**config.mk**
```make
export PLATFORM = sky130hd
export DESIGN_NAME = i2c_eeprom_byte_master_top
export DESIGN_NICKNAME = d
export VERILOG_FILES = /design/src/hdl/i2cebm_pkg.sv /design/src/hdl/i2cebm_seq.sv /design/src/hdl/i2c_eeprom_byte_master_top.sv
export SDC_FILE = /design/constraint.sdc
export NUM_CORES = 1
export LEC_CHECK = 0
export ABC_CLOCK_PERIOD_IN_PS = 3400
export BUFFER_PORTS_ARGS = -buffer_cell sky130_fd_sc_hd__buf_2
export CAP_MARGIN = 25
export CORE_MARGIN = 2
export CORE_UTILIZATION = 53
export DETAILED_ROUTE_END_ITERATION = 12
export PLACE_DENSITY = 0.73
export SYNTH_ARGS = -nofsm -noshare
export SYNTH_HDL_FRONTEND = slang
export SYNTH_HIERARCHICAL = 1
export SYNTH_SLANG_ARGS = --single-unit
```
**constraint.sdc**
```tcl
create_clock -name i_clk -period 3.4 [get_ports i_clk]
set_input_delay 0.34 -clock i_clk [delete_from_list [all_inputs] [get_ports i_clk]]
set_output_delay 0.34 -clock i_clk [all_outputs]
set_load 0.03 [all_outputs]
```
**src/hdl/i2cebm_pkg.sv**
```systemverilog
// shared types and constants for the i2c eeprom byte master
package i2cebm_pkg;

    localparam int DevAddrW  = 7;
    localparam int ByteW     = 8;
    localparam int WaitW     = 8;
    localparam int BitCntW   = 4;
    localparam int IdxW      = 2;
    localparam int CfgIndexW = 1;
    localparam int CfgDataW  = 8;
    localparam int InTdataW  = 24;
    localparam int OutTdataW = 16;

    localparam logic [DevAddrW-1:0] DevAddrReset   = 7'd80;
    localparam logic [WaitW-1:0]    WaitLimitReset = 8'd255;
    localparam logic [BitCntW-1:0]  BitsPerByte    = 4'd8;

    // byte slot within a transaction
    localparam logic [IdxW-1:0] IdxDevice = 2'd0;
    localparam logic [IdxW-1:0] IdxMemory = 2'd1;
    localparam logic [IdxW-1:0] IdxThird  = 2'd2;

    localparam logic OpWrite = 1'b0;
    localparam logic OpRead  = 1'b1;

    typedef enum logic [CfgIndexW-1:0] {
        CFG_DEV_ADDR   = 1'b0,
        CFG_WAIT_LIMIT = 1'b1
    } t_cfg_reg;

    typedef enum logic [3:0] {
        ST_IDLE     = 4'd0,
        ST_ST_A     = 4'd1,
        ST_ST_B     = 4'd2,
        ST_ST_C     = 4'd3,
        ST_BIT_DATA = 4'd4,
        ST_BIT_HIGH = 4'd5,
        ST_BIT_LOW  = 4'd6,
        ST_ACK_FREE = 4'd7,
        ST_ACK_HIGH = 4'd8,
        ST_ACK_LOW  = 4'd9,
        ST_RD_HIGH  = 4'd10,
        ST_RD_LOW   = 4'd11,
        ST_NK_HIGH  = 4'd12,
        ST_SP_A     = 4'd13,
        ST_SP_B     = 4'd14,
        ST_SP_C     = 4'd15
    } t_step;

    typedef struct packed {
        logic             tick;
        logic             cmd_valid;
        logic             opcode;
        logic [ByteW-1:0] mem_address;
        logic [ByteW-1:0] write_data;
        logic             sda_in;
    } t_item;

    typedef struct packed {
        logic             scl_level;
        logic             sda_level;
        logic             busy_res;
        logic             done_res;
        logic [ByteW-1:0] read_byte;
        logic             ack_missing;
    } t_result;

    typedef struct packed {
        logic [DevAddrW-1:0] device_address;
        logic [WaitW-1:0]    ack_wait_limit;
    } t_cfg;

endpackage

```
**src/hdl/i2cebm_seq.sv**
```systemverilog
// bus sequencer: state registers and one step of next-state logic per item
module i2cebm_seq
    import i2cebm_pkg::*;
(
    input  logic    i_clk,
    input  logic    i_rst_n,
    input  logic    i_adv,
    input  t_item   i_item,
    input  t_cfg    i_cfg,
    output t_result o_result
);

    t_step               r_step, n_step;
    logic [IdxW-1:0]     r_idx, n_idx;
    logic [BitCntW-1:0]  r_bit, n_bit;
    logic [ByteW-1:0]    r_shift, n_shift;
    logic                r_op, n_op;
    logic [ByteW-1:0]    r_addr, n_addr;
    logic [ByteW-1:0]    r_data, n_data;
    logic [WaitW-1:0]    r_wait, n_wait;
    logic                r_nack, n_nack;
    logic                r_scl, n_scl;
    logic                r_sda, n_sda;
    logic [ByteW-1:0]    r_rhold, n_rhold;
    logic                n_done;

    logic                w_idle;
    logic                w_step_en;
    logic                w_byte_done;
    logic                w_ack_end;
    logic [BitCntW-1:0]  w_bit_inc;
    logic [ByteW-1:0]    w_rd_shift;

    assign w_idle      = (r_step == ST_IDLE);
    assign w_step_en   = !w_idle && i_item.tick;
    assign w_byte_done = (r_bit >= BitsPerByte);
    assign w_ack_end   = !i_item.sda_in || (r_wait >= i_cfg.ack_wait_limit);
    assign w_bit_inc   = r_bit + BitCntW'(1);
    assign w_rd_shift  = {r_shift[ByteW-2:0], i_item.sda_in};

    // next state
    always_comb begin
        n_step = r_step;
        n_idx  = r_idx;
        if (w_idle) begin
            if (i_item.cmd_valid) begin
                n_step = ST_ST_A;
                n_idx  = IdxDevice;
            end
        end else if (w_step_en) begin
            unique case (r_step)
                ST_IDLE:     n_step = ST_IDLE;
                ST_ST_A:     n_step = ST_ST_B;
                ST_ST_B:     n_step = ST_ST_C;
                ST_ST_C:     n_step = ST_BIT_DATA;
                ST_BIT_DATA: n_step = ST_BIT_HIGH;
                ST_BIT_HIGH: n_step = ST_BIT_LOW;
                ST_BIT_LOW:  n_step = w_byte_done ? ST_ACK_FREE : ST_BIT_DATA;
                ST_ACK_FREE: n_step = ST_ACK_HIGH;
                ST_ACK_HIGH: begin
                    if (w_ack_end) n_step = ST_ACK_LOW;
                end
                ST_ACK_LOW: begin
                    if (r_idx == IdxDevice) begin
                        n_step = ST_BIT_DATA;
                        n_idx  = IdxMemory;
                    end else if (r_idx == IdxMemory) begin
                        // repeated start for a read, data byte for a write
                        n_step = (r_op == OpRead) ? ST_ST_A : ST_BIT_DATA;
                        n_idx  = IdxThird;
                    end else if (r_idx == IdxThird && r_op == OpRead) begin
                        n_step = ST_RD_HIGH;
                    end else begin
                        n_step = ST_SP_A;
                    end
                end
                ST_RD_HIGH:  n_step = ST_RD_LOW;
                ST_RD_LOW:   n_step = w_byte_done ? ST_NK_HIGH : ST_RD_HIGH;
                ST_NK_HIGH:  n_step = ST_SP_A;
                ST_SP_A:     n_step = ST_SP_B;
                ST_SP_B:     n_step = ST_SP_C;
                ST_SP_C: begin
                    n_step = ST_IDLE;
                    n_idx  = IdxDevice;
                end
            endcase
        end
    end

    // pin levels and datapath
    always_comb begin
        n_bit   = r_bit;
        n_shift = r_shift;
        n_op    = r_op;
        n_addr  = r_addr;
        n_data  = r_data;
        n_wait  = r_wait;
        n_nack  = r_nack;
        n_scl   = r_scl;
        n_sda   = r_sda;
        n_rhold = r_rhold;
        n_done  = 1'b0;
        if (w_idle) begin
            if (i_item.cmd_valid) begin
                n_op    = i_item.opcode;
                n_addr  = i_item.mem_address;
                n_data  = i_item.write_data;
                n_shift = {i_cfg.device_address, 1'b0};
                n_bit   = '0;
                n_wait  = '0;
                n_nack  = 1'b0;
                n_scl   = 1'b1;
                n_sda   = 1'b1;
            end
        end else if (w_step_en) begin
            unique case (r_step)
                ST_IDLE: ;
                ST_ST_A: n_sda = 1'b0;
                ST_ST_B: n_scl = 1'b0;
                ST_ST_C: begin
                    n_bit = '0;
                    n_sda = r_shift[ByteW-1];
                end
                ST_BIT_DATA: n_scl = 1'b1;
                ST_BIT_HIGH: begin
                    n_scl   = 1'b0;
                    n_shift = {r_shift[ByteW-2:0], 1'b0};
                    n_bit   = w_bit_inc;
                end
                ST_BIT_LOW:  n_sda = w_byte_done ? 1'b1 : r_shift[ByteW-1];
                ST_ACK_FREE: begin
                    n_scl  = 1'b1;
                    n_wait = '0;
                end
                ST_ACK_HIGH: begin
                    if (w_ack_end) begin
                        n_scl  = 1'b0;
                        n_wait = '0;
                        if (i_item.sda_in) n_nack = 1'b1;
                    end else begin
                        n_wait = r_wait + WaitW'(1);
                    end
                end
                ST_ACK_LOW: begin
                    if (r_idx == IdxDevice) begin
                        n_shift = r_addr;
                        n_bit   = '0;
                        n_sda   = r_addr[ByteW-1];
                    end else if (r_idx == IdxMemory) begin
                        if (r_op == OpRead) begin
                            n_shift = {i_cfg.device_address, OpRead};
                            n_scl   = 1'b1;
                            n_sda   = 1'b1;
                        end else begin
                            n_shift = r_data;
                            n_bit   = '0;
                            n_sda   = r_data[ByteW-1];
                        end
                    end else if (r_idx == IdxThird && r_op == OpRead) begin
                        n_shift = '0;
                        n_bit   = '0;
                        n_scl   = 1'b1;
                    end
                end
                ST_RD_HIGH: begin
                    // sample at the end of the scl high half
                    n_shift = w_rd_shift;
                    n_bit   = w_bit_inc;
                    n_scl   = 1'b0;
                    if (w_bit_inc >= BitsPerByte) n_rhold = w_rd_shift;
                end
                ST_RD_LOW:  n_scl = 1'b1;
                ST_NK_HIGH: n_scl = 1'b0;
                ST_SP_A: begin
                    n_scl = 1'b0;
                    n_sda = 1'b0;
                end
                ST_SP_B: n_scl = 1'b1;
                ST_SP_C: begin
                    n_sda  = 1'b1;
                    n_done = 1'b1;
                end
            endcase
        end
    end

    always_ff @(posedge i_clk) begin
        if (!i_rst_n) begin
            r_step  <= ST_IDLE;
            r_idx   <= IdxDevice;
            r_bit   <= '0;
            r_shift <= '0;
            r_op    <= OpWrite;
            r_addr  <= '0;
            r_data  <= '0;
            r_wait  <= '0;
            r_nack  <= 1'b0;
            r_scl   <= 1'b1;
            r_sda   <= 1'b1;
            r_rhold <= '0;
        end else if (i_adv) begin
            r_step  <= n_step;
            r_idx   <= n_idx;
            r_bit   <= n_bit;
            r_shift <= n_shift;
            r_op    <= n_op;
            r_addr  <= n_addr;
            r_data  <= n_data;
            r_wait  <= n_wait;
            r_nack  <= n_nack;
            r_scl   <= n_scl;
            r_sda   <= n_sda;
            r_rhold <= n_rhold;
        end
    end

    always_comb begin
        o_result.scl_level   = n_scl;
        o_result.sda_level   = n_sda;
        o_result.busy_res    = (n_step != ST_IDLE);
        o_result.done_res    = n_done;
        o_result.read_byte   = n_rhold;
        o_result.ack_missing = n_nack;
    end

endmodule

```
**src/hdl/i2c_eeprom_byte_master_top.sv**
```systemverilog
// top level of the i2c eeprom byte master
//
// Each item on the s_axis stream is one step of the bus sequencer: a tick
// flag, a command request (opcode in tuser, address and write byte) and the
// sampled sda line. Every accepted item produces exactly one result on the
// m_axis stream: the scl and sda levels to drive, busy, done on the step
// that finishes the stop condition, the last byte read and the missing
// acknowledge flag. A command is taken only while the sequencer is idle.
// A result reaches m_axis through one input register, then the sequencer
// step into the result register. Throughput is one item per cycle while
// m_axis is not stalled, set by the single sequencer step between those
// registers; the input side keeps accepting while a result waits, and
// stops only when both registers are full and m_axis is stalled.
// Configuration writes (device address, acknowledge wait limit) are always
// accepted and must be made while the sequencer is idle.
// Synchronous reset empties both registers, returns the sequencer to idle
// with scl and sda released, and loads address 80 and wait limit 255.
module i2c_eeprom_byte_master_top
    import i2cebm_pkg::*;
(
    input  logic                  i_clk,
    input  logic                  i_rst_n,
    input  logic                  s_axis_tvalid,
    output logic                  s_axis_tready,
    // tick, cmd_valid, mem_address[7:0], write_data[7:0], sda_in, zero fill
    input  logic [InTdataW-1:0]   s_axis_tdata,
    // opcode
    input  logic                  s_axis_tuser,
    output logic                  m_axis_tvalid,
    input  logic                  m_axis_tready,
    // scl_level, sda_level, busy_res, done_res, read_byte[7:0], ack_missing,
    // zero fill
    output logic [OutTdataW-1:0]  m_axis_tdata,
    input  logic                  i_cfg_valid,
    output logic                  o_cfg_ready,
    input  logic [CfgIndexW-1:0]  i_cfg_index,
    input  logic [CfgDataW-1:0]   i_cfg_data
);

    logic    r_in_vld;
    t_item   r_item;
    logic    r_out_vld;
    t_result r_result;
    t_cfg    r_cfg;
    t_item   w_item;
    t_result w_result;
    logic    w_adv;

    assign w_adv         = r_in_vld && (!r_out_vld || m_axis_tready);
    assign s_axis_tready = !r_in_vld || w_adv;
    assign o_cfg_ready   = 1'b1;

    always_comb begin
        w_item.tick        = s_axis_tdata[0];
        w_item.cmd_valid   = s_axis_tdata[1];
        w_item.opcode      = s_axis_tuser;
        w_item.mem_address = s_axis_tdata[9:2];
        w_item.write_data  = s_axis_tdata[17:10];
        w_item.sda_in      = s_axis_tdata[18];
    end

    always_ff @(posedge i_clk) begin
        if (!i_rst_n) begin
            r_in_vld <= 1'b0;
        end else if (s_axis_tready) begin
            r_in_vld <= s_axis_tvalid;
        end
    end

    always_ff @(posedge i_clk) begin
        if (s_axis_tvalid && s_axis_tready) r_item <= w_item;
    end

    i2cebm_seq u_seq (
        .i_clk    (i_clk),
        .i_rst_n  (i_rst_n),
        .i_adv    (w_adv),
        .i_item   (r_item),
        .i_cfg    (r_cfg),
        .o_result (w_result)
    );

    always_ff @(posedge i_clk) begin
        if (!i_rst_n) begin
            r_out_vld <= 1'b0;
        end else if (w_adv) begin
            r_out_vld <= 1'b1;
        end else if (m_axis_tready) begin
            r_out_vld <= 1'b0;
        end
    end

    always_ff @(posedge i_clk) begin
        if (w_adv) r_result <= w_result;
    end

    always_ff @(posedge i_clk) begin
        if (!i_rst_n) begin
            r_cfg.device_address <= DevAddrReset;
            r_cfg.ack_wait_limit <= WaitLimitReset;
        end else if (i_cfg_valid) begin
            unique case (t_cfg_reg'(i_cfg_index))
                CFG_DEV_ADDR:   r_cfg.device_address <= i_cfg_data[DevAddrW-1:0];
                CFG_WAIT_LIMIT: r_cfg.ack_wait_limit <= i_cfg_data[WaitW-1:0];
            endcase
        end
    end

    assign m_axis_tvalid = r_out_vld;
    assign m_axis_tdata  = {3'b000, r_result.ack_missing, r_result.read_byte,
                            r_result.done_res, r_result.busy_res,
                            r_result.sda_level, r_result.scl_level};

endmodule

```
==> impl_summary.log, run 1 <==
INFO  metric area_delta_synth_final = 8.60%
INFO  metric gp_routability_congestion = 0.920
INFO  metric floorplan.die.height = 103 um
INFO  metric crit_path_start = u_seq/r_step[3]
INFO  metric power_density = 424 mW/mm^2
INFO  metric starting_density_of_the_core = 0.536
INFO  metric max-slew-margin-rel = 0.359
INFO  metric ys_types = 68
INFO  metric synth_edf_count = 33
INFO  metric synth-async-reset-ratio = 0
INFO  metric maxSlewViolCount = 0
INFO  metric post_route_setup_tns = 0 ps
INFO  metric die-width = 103 um
INFO  metric clk_pin_slew = 90 ps
INFO  metric floorplan.die_area = 0.0106 mm^2
INFO  metric cp_data_arrival_time = 2870 ps
INFO  metric r2r-start = u_seq/r_step[3]
INFO  metric cts_max_level = 3
INFO  metric postCtsHoldBufs = 0
INFO  metric worstSetupStartpointType = register
INFO  metric layout.area.seq = 0.00241 mm^2
INFO  metric cp.required = 3660 ps
INFO  metric nFillCells = 881
INFO  metric detail_route.wirelength = 11100 um
INFO  metric clk-insertion-delay-late = 360 ps
INFO  metric critical_path.max_stage_delay = 860 ps
INFO  metric mappedNetlistArea = 0.00517 mm^2
INFO  metric clk_root_buffer_cell = clkbuf_8
INFO  metric dpl.cell_count = 702
INFO  metric via_count_of_the_routed_design = 4129
INFO  metric detail_route.iter0.violations = 308
INFO  metric drive_gt1_frac = 0.154
INFO  metric total_leakage_power = 0.00211 uW
INFO  metric synth_top_cells_by_count = 71 x dfxtp_1, 67 x nand2_1, 52 x a21oi_1
INFO  metric tritoncts_buffer_count = 9
INFO  metric post_drt_via_cell_ratio = 5.74
INFO  metric grt_overflow = 0
INFO  metric final_cells = 719
INFO  metric syn_inst = 559
INFO  metric finalWorstPathRequiredPeriod = 2610 ps
INFO  metric timing.critical_path.to_type = register
INFO  metric synth-seq-cells = 104
INFO  metric grt_max_degree = 48
INFO  metric maximum_clock_path_buffer_count = 2
INFO  metric yosysMostFrequentCell = dfxtp_1
INFO  metric detail_route.first_pass.iterations = 5
INFO  metric report.final.hold_viol_count = 0
INFO  metric via_count_of_the_first_global_routing_pass = 3715
INFO  metric postSynth.topFlopCell = dfxtp_1
INFO  metric drcViolationCount = 0
INFO  metric grt_setup_unrepaired = false
INFO  metric floorplan_core_area = 0.00964 mm^2
INFO  metric worstPathCellList = nor2b_1 > nand3_1 > a211oi_2 > nand4b_1 > a31oi_1
INFO  metric synth.yosys.seq_area_share = 0.467
INFO  metric place.port_buffers = 48
INFO  metric layout_worst_path_cycle_share = 0.767
INFO  metric worst_slew_pin_slew = 960 ps
INFO  metric status = completed
INFO  metric vdd_drop_max = 0.000274 V
INFO  metric cts.sink_count = 104
INFO  metric tritoncts = done
INFO  metric antenna_diode_count = 0
INFO  metric yosys_warnings = 6
INFO  metric synth_area_leaders = dfxtp_1 28%, edfxtp_1 19%, a21oi_1 5.0%
INFO  metric critical-path-slowest-cell = a211oi_2
INFO  metric worst_hold_startpoint = s_axis_tdata[14]
INFO  metric syn_avg_cell_area = 9.24 um^2
INFO  metric synth.largest_area_cell = dfxtp_1
INFO  metric globalRouteTotalUtil = 0.224
INFO  metric drt-wirelength-per-cell = 15.5 um
INFO  metric clock-skew-final = 11.5 ps
INFO  metric cp_num_buf_inv = 0
INFO  metric grt_pass1_wl = 18400 um
INFO  metric cts_setup_buffers = 0
INFO  metric timing.setup.critical_path_class = register to register
INFO  metric cts_repair_resize_count = 0
INFO  metric io-pin-count = 58
INFO  metric total_area_of_multi_input_combinational_cells = 0.00242 mm^2
INFO  metric antenna_violating_nets_post_route = 0
INFO  metric antenna_found_initial = 0
INFO  metric post-synth-top-area-fraction = 0.275
INFO  metric class_of_the_tightest_hold_or_removal_check = input pin to register
INFO  metric cp_max_fo = 20
INFO  metric cell_family_with_the_largest_share_of_critical_path_delay = compound AO/OA/AOI/OAI gates
INFO  metric floorplan.rows = 36
INFO  metric setup_viol = 0
INFO  metric hold_ws = 152 ps
INFO  metric cap_violations = 0
INFO  metric detailedPlacementHpwl = 7910 um
INFO  metric maxClockFrequency = 384 MHz
INFO  metric final_core_utilization = 0.582
INFO  metric nets = 631
layout by cell type (no fill, tap or decap), types with 5 or more instances in the layout:
cell and n:
dfxtp_1 71, nand2_1 67, a21oi_1 51, buf_2 48, nand3_1 37, edfxtp_1 33, nor2_1 30, inv_1 27
mux2i_1 22, o21ai_0 13, clkbuf_8 11, ha_1 11, o211ai_1 10, o31ai_1 10, nor2b_1 9, mux2_2 9
o221ai_1 8, nand4_1 7, nand2b_1 6, and2_1 6, nor3_1 6, nand3b_1 5, buf_4 5, and3_1 5
layer usage:
layer  routed length [um]  vias to the layer above  part of all wire  track usage
met1                 5190                     1911              0.47        0.333
met3                  808                       13             0.073       0.0353
met5                    0                        -                 0            0
met2                 4990                      160              0.45        0.333
li1                     -                     2045                 -            -
met4                  155                        0             0.014       0.0789
power by group:
part / switching (uW) / total [uW] / leakage, uW / internal [uW]
logic: 152 / 237 / 0.00112 / 85.2
registers: 37.8 / 1360 / 0.000884 / 1330
clock network: 399 / 778 / 0.000103 / 378
total: 589 / 2380 / 0.00211 / 1790
layout make-up:
type,instances,area share
clock buffers,11,0.0270
repair buffers,54,0.0522
flip-flops and latches,104,0.430
well taps,133,0.0297
multi-input cells,383,0.432
inverters,29,0.0194
clock inverters,5,0.00981
cell families after synthesis:
kind of cell | Yosys count | synth area share
compound gates | 136 | 0.176
other cells | 2 | 0.00145
xor+xnor | 2 | 0.00339
buf+inv | 74 | 0.0666
simple gates | 198 | 0.193
fa+ha+maj | 11 | 0.0266
mux | 32 | 0.0666
flops | 104 | 0.467
worst register-to-register path, cell delays in order (launching register included):
cell and delay [ps]:
dfxtp_1 760, nor2b_1 290, nand3_1 220, a211oi_2 860, nand4b_1 180, a31oi_1 210
sequential cells by signal (all words and copies together), names as in the netlist:
register	flops
r_cfg	15
r_item	20
u_seq/r_data	8
u_seq/r_shift	8
r_in_vld	1
u_seq/r_bit	4
u_seq/r_scl	1
u_seq/r_op	1
u_seq/r_step	4
u_seq/r_addr	8
u_seq/r_rhold	8
u_seq/r_idx	2
u_seq/r_sda	1
m_axis_tvalid	1
u_seq/r_nack	1
m_axis_tdata	13
u_seq/r_wait	8
worst paths after layout:
kind	to	slack (ps)	cells past startpoint
max	u_seq/r_wait[2]	790	5
min	r_item[5]	150	1
max reg2reg	u_seq/r_wait[2]	790	5
min reg2reg	u_seq/r_addr[3]	460	2
per-stage QoR:
stage	cell area [um^2]	worst slack [ps]	total power [uW]
2_1_floorplan	5170	709	1560
3_3_place_gp	5390	976	1620
3_5_place_dp	5390	862	1630
6_report	5610	793	2380
5_1_grt	5610	613	2480
4_1_cts	5600	837	2400
(Power assumes the default switching activity.)
==> inputs of run 2 (changes only) <==
--- a/config.mk
+++ b/config.mk
@@ -5,7 +5,8 @@
 export SDC_FILE = /design/constraint.sdc
 export NUM_CORES = 1
 export LEC_CHECK = 0
-export ABC_CLOCK_PERIOD_IN_PS = 3400
+export ABC_AREA = 1
+export ABC_CLOCK_PERIOD_IN_PS = 2700
 export BUFFER_PORTS_ARGS = -buffer_cell sky130_fd_sc_hd__buf_2
 export CAP_MARGIN = 25
 export CORE_MARGIN = 2
==> constraint.sdc (replaced) <==
create_clock -name i_clk -period 2.7 [get_ports i_clk]
set_input_delay 0.27 -clock i_clk [delete_from_list [all_inputs] [get_ports i_clk]]
set_output_delay 0.27 -clock i_clk [all_outputs]
set_load 0.03 [all_outputs]
==> run 2 against run 1 <==
Worst setup slack worse by 130 ps. Flip-flop and latch count unchanged. Combinational power grew 85%. First-iteration DRC count decreased by 17%. Die area is 3.1% lower.
==> impl_summary.log, run 2 <==
INFO  metric class_of_the_tightest_hold_or_removal_check = input pin to register
INFO  metric synth-seq-cells = 104 (unchanged)
INFO  metric cp.required = 2950 ps (-710 ps)
INFO  metric synth_top_cells_by_count = 110 x nand2_1, 85 x inv_1, 71 x dfxtp_1
INFO  metric timing.setup.critical_path_class = register to register
INFO  metric ys_types = 38 (-44%)
INFO  metric cp_data_arrival_time = 2290 ps (-580 ps)
INFO  metric via_count_of_the_first_global_routing_pass = 3916 (+5.4%)
INFO  metric tritoncts_buffer_count = 9 (unchanged)
INFO  metric yosysMostFrequentCell = nand2_1
INFO  metric yosys_warnings = 6 (unchanged)
INFO  metric grt_overflow = 0 (unchanged)
INFO  metric clk_root_buffer_cell = clkbuf_8
INFO  metric clock-skew-final = 15.5 ps (+3.95 ps)
INFO  metric postSynth.topFlopCell = dfxtp_1
INFO  metric cts_setup_buffers = 0 (unchanged)
INFO  metric detail_route.wirelength = 11000 um (-1.1%)
INFO  metric place_area = 0.00530 mm^2 (-1.6%)
INFO  metric detail_route.iter0.violations = 257 (-17%)
INFO  metric post-synth-top-area-fraction = 0.284 (+0.00908)
INFO  metric dpl.cell_count = 783 (+12%)
INFO  metric grt_setup_unrepaired = false
INFO  metric post_drt_via_cell_ratio = 5.35 (-6.9%)
INFO  metric starting_density_of_the_core = 0.544 (+0.00786)
INFO  metric synth-async-reset-ratio = 0 (unchanged)
INFO  metric nets = 733 (+16%)
INFO  metric synth.yosys.seq_area_share = 0.482 (+0.0154)
INFO  metric floorplan.rows = 35 (-2.8%)
INFO  metric crit_path_start = u_seq/r_step[1]
INFO  metric grt_pass1_wl = 18100 um (-1.3%)
INFO  metric area_delta_synth_final = 9.43%
INFO  metric status = completed
INFO  metric total_leakage_power = 0.00251 uW (+19%)
INFO  metric timing.final.ws_setup = 666 ps (-127 ps)
INFO  metric synth_area_leaders = dfxtp_1 28%, edfxtp_1 20%, nand2_1 8.3%
INFO  metric finalWorstPathRequiredPeriod = 2030 ps (-573 ps)
INFO  metric globalRouteTotalUtil = 0.224 (about the same)
INFO  metric io-pin-count = 58 (unchanged)
INFO  metric layout_worst_path_cycle_share = 0.753 (-0.0133)
INFO  metric detailedPlacementHpwl = 8220 um (+3.8%)
INFO  metric cts_max_level = 3 (unchanged)
INFO  metric detail_route.first_pass.iterations = 6 (+1)
INFO  metric max-slew-margin-rel = 0.490 (+0.131)
INFO  metric antenna_diode_count = 0 (unchanged)
INFO  metric mappedNetlistArea = 0.00500 mm^2 (-3.2%)
INFO  metric antenna_violating_nets_post_route = 0 (unchanged)
INFO  metric cts_repair_resize_count = 0 (unchanged)
INFO  metric vdd_drop_max = 0.000366 V (+34%)
INFO  metric flip_flop_count_of_the_largest_register_all_copies_and_words_added = 20 (unchanged)
INFO  metric syn_avg_cell_area = 7.78 um^2 (-16%)
INFO  metric synth.largest_area_cell = dfxtp_1
INFO  metric worst_hold_startpoint = s_axis_tdata[4]
INFO  metric floorplan.die_area = 0.0102 mm^2 (-3.1%)
INFO  metric die-width = 101 um (-1.5%)
INFO  metric drt-wirelength-per-cell = 13.8 um (-11%)
INFO  metric via_count_of_the_routed_design = 4274 (+3.5%)
INFO  metric register_with_the_most_flip_flops = r_item
INFO  metric dp_worst_setup_slack = 698 ps (-165 ps)
INFO  metric grt_max_degree = 37 (-23%)
INFO  metric antenna_found_initial = 0 (unchanged)
INFO  metric report.final.hold_viol_count = 0 (unchanged)
INFO  metric tritoncts = done
INFO  metric cts.sink_count = 104 (unchanged)
INFO  metric drive_gt1_frac = 0.140 (-0.0140)
INFO  metric place.port_buffers = 48 (unchanged)
INFO  metric clk_pin_slew = 100 ps (about the same)
INFO  metric r2r-start = u_seq/r_step[1]
INFO  metric cp_max_fo = 15 (-25%)
INFO  metric maxSlewViolCount = 0 (unchanged)
INFO  metric gp_routability_congestion = 0.899 (-2.3%)
INFO  metric synth_edf_count = 33 (unchanged)
INFO  metric maxClockFrequency = 492 MHz (+28%)
INFO  metric worstSetupStartpointType = register
INFO  metric floorplan_core_area = 0.00920 mm^2 (-4.6%)
INFO  metric final_cell_mix = 110 x nand2_1, 85 x inv_1, 71 x dfxtp_1, 69 x nor2_1, 68 x a21oi_1
INFO  metric floorplan.die.height = 101 um (-1.5%)
INFO  metric most_common_cell_after_layout_fill_and_taps_aside = nand2_1
INFO  metric post_route_setup_tns = 0 ps (unchanged)
INFO  metric clk-insertion-delay-late = 360 ps (about the same)
INFO  metric final_cells = 799 (+11%)
INFO  metric cap_violations = 0 (unchanged)
INFO  metric timing.critical_path.to_type = register
INFO  metric postLayoutCellArea = 0.00547 mm^2 (-2.5%)
INFO  metric worst_slew_pin_slew = 765 ps (-195 ps)
INFO  metric power_density = 560 mW/mm^2 (+32%)
INFO  metric syn_inst = 643 (+15%)
INFO  metric drcViolationCount = 0 (unchanged)
INFO  metric maximum_clock_path_buffer_count = 2 (unchanged)
INFO  metric postCtsHoldBufs = 0 (unchanged)
INFO  metric setup_viol = 0 (unchanged)
==> run 2: cell count changes in the layout (fill, tap and decap cells not counted), moves of 9 or more <==
| cell | previous run | this run |
|---|---|---|
| a21oi_1 | 51 | 68 |
| inv_1 | 27 | 85 |
| inv_2 | 0 | 9 |
| mux2_2 | 9 | 0 |
| mux2i_1 | 22 | 0 |
| nand2_1 | 67 | 110 |
| nand3_1 | 37 | 51 |
| nor2_1 | 30 | 69 |
| nor2b_1 | 9 | 0 |
| o21ai_0 | 13 | 51 |
| o31ai_1 | 10 | 0 |
==> run 2: path summary, 6_finish.rpt <==
| check | to | slack [ps] | depth (start not counted) |
|---|---|---|---|
| worst max-delay path | u_seq/r_shift[6] | 670 | 10 |
| worst min-delay path | r_item[11] | 70 | 1 |
| worst max register to register | u_seq/r_shift[6] | 670 | 10 |
| worst min register to register | u_seq/r_data[1] | 460 | 2 |
==> run 2: logic make-up (layout without fill, tap and decap cells) <==
| logic type | count (synthesis) | count (layout) | share of synthesized area |
|---|---|---|---|
| buffers and inverters | 121 | 164 | 0.101 |
| other | 2 | 4 | 0.00150 |
| AND/OR/NAND/NOR | 256 | 256 | 0.222 |
| AO/OA/AOI/OAI | 143 | 143 | 0.155 |
| flip-flops | 104 | 104 | 0.482 |
| XOR/XNOR | 6 | 6 | 0.0105 |
| adder cells (fa/ha/maj) | 11 | 11 | 0.0275 |
==> run 2: area by class of cell <==
cell class,instances,area [um^2]
Clock buffer,11,131
Clock inverter,5,38.8
Fill cell,835,3720
Inverter,94,353
Multi-Input combinational cell,420,2090
Sequential cell,104,2410
Tap cell,111,139
Timing Repair Buffer,54,305
==> run 2: layer usage <==
| layer | wire (um) | GRT usage | vias up | part of all wire |
|---|---|---|---|---|
| li1 | - | - | 2166 | - |
| met1 | 4970 | 0.289 | 1998 | 0.45 |
| met2 | 5480 | 0.393 | 98 | 0.50 |
| met3 | 442 | 0.0366 | 12 | 0.040 |
| met4 | 123 | 0.0613 | 0 | 0.011 |
| met5 | 0 | 0 | - | 0 |
==> run 2: report_power, final <==
part           switching (uW)  leakage (uW)  internal [uW]
Combinational             299       0.00153            139
Clock                     536     0.0000862            346
Sequential               48.7      0.000899           1700
Total                     883       0.00251           2180
==> run 2: per-stage QoR <==
step	hold WS (ps)	total power, uW	util
detailed placement	445	2220	0.577
finish	70.9	3070	0.595
floorplan	369	2100	-
global placement	446	2200	0.574
global route	52.5	3200	0.595
CTS	49.5	3090	0.595
==> run 2: worst max-delay path: stages (launching register included) <==
cell and delay [ps]:
dfxtp_1 390, inv_1 160, nand2_1 120, nor2_2 500, inv_1 230, a21oi_1 170
nand2_1 60, o21ai_0 60, o21ai_0 100, nor2_1 100, nor2_1 40
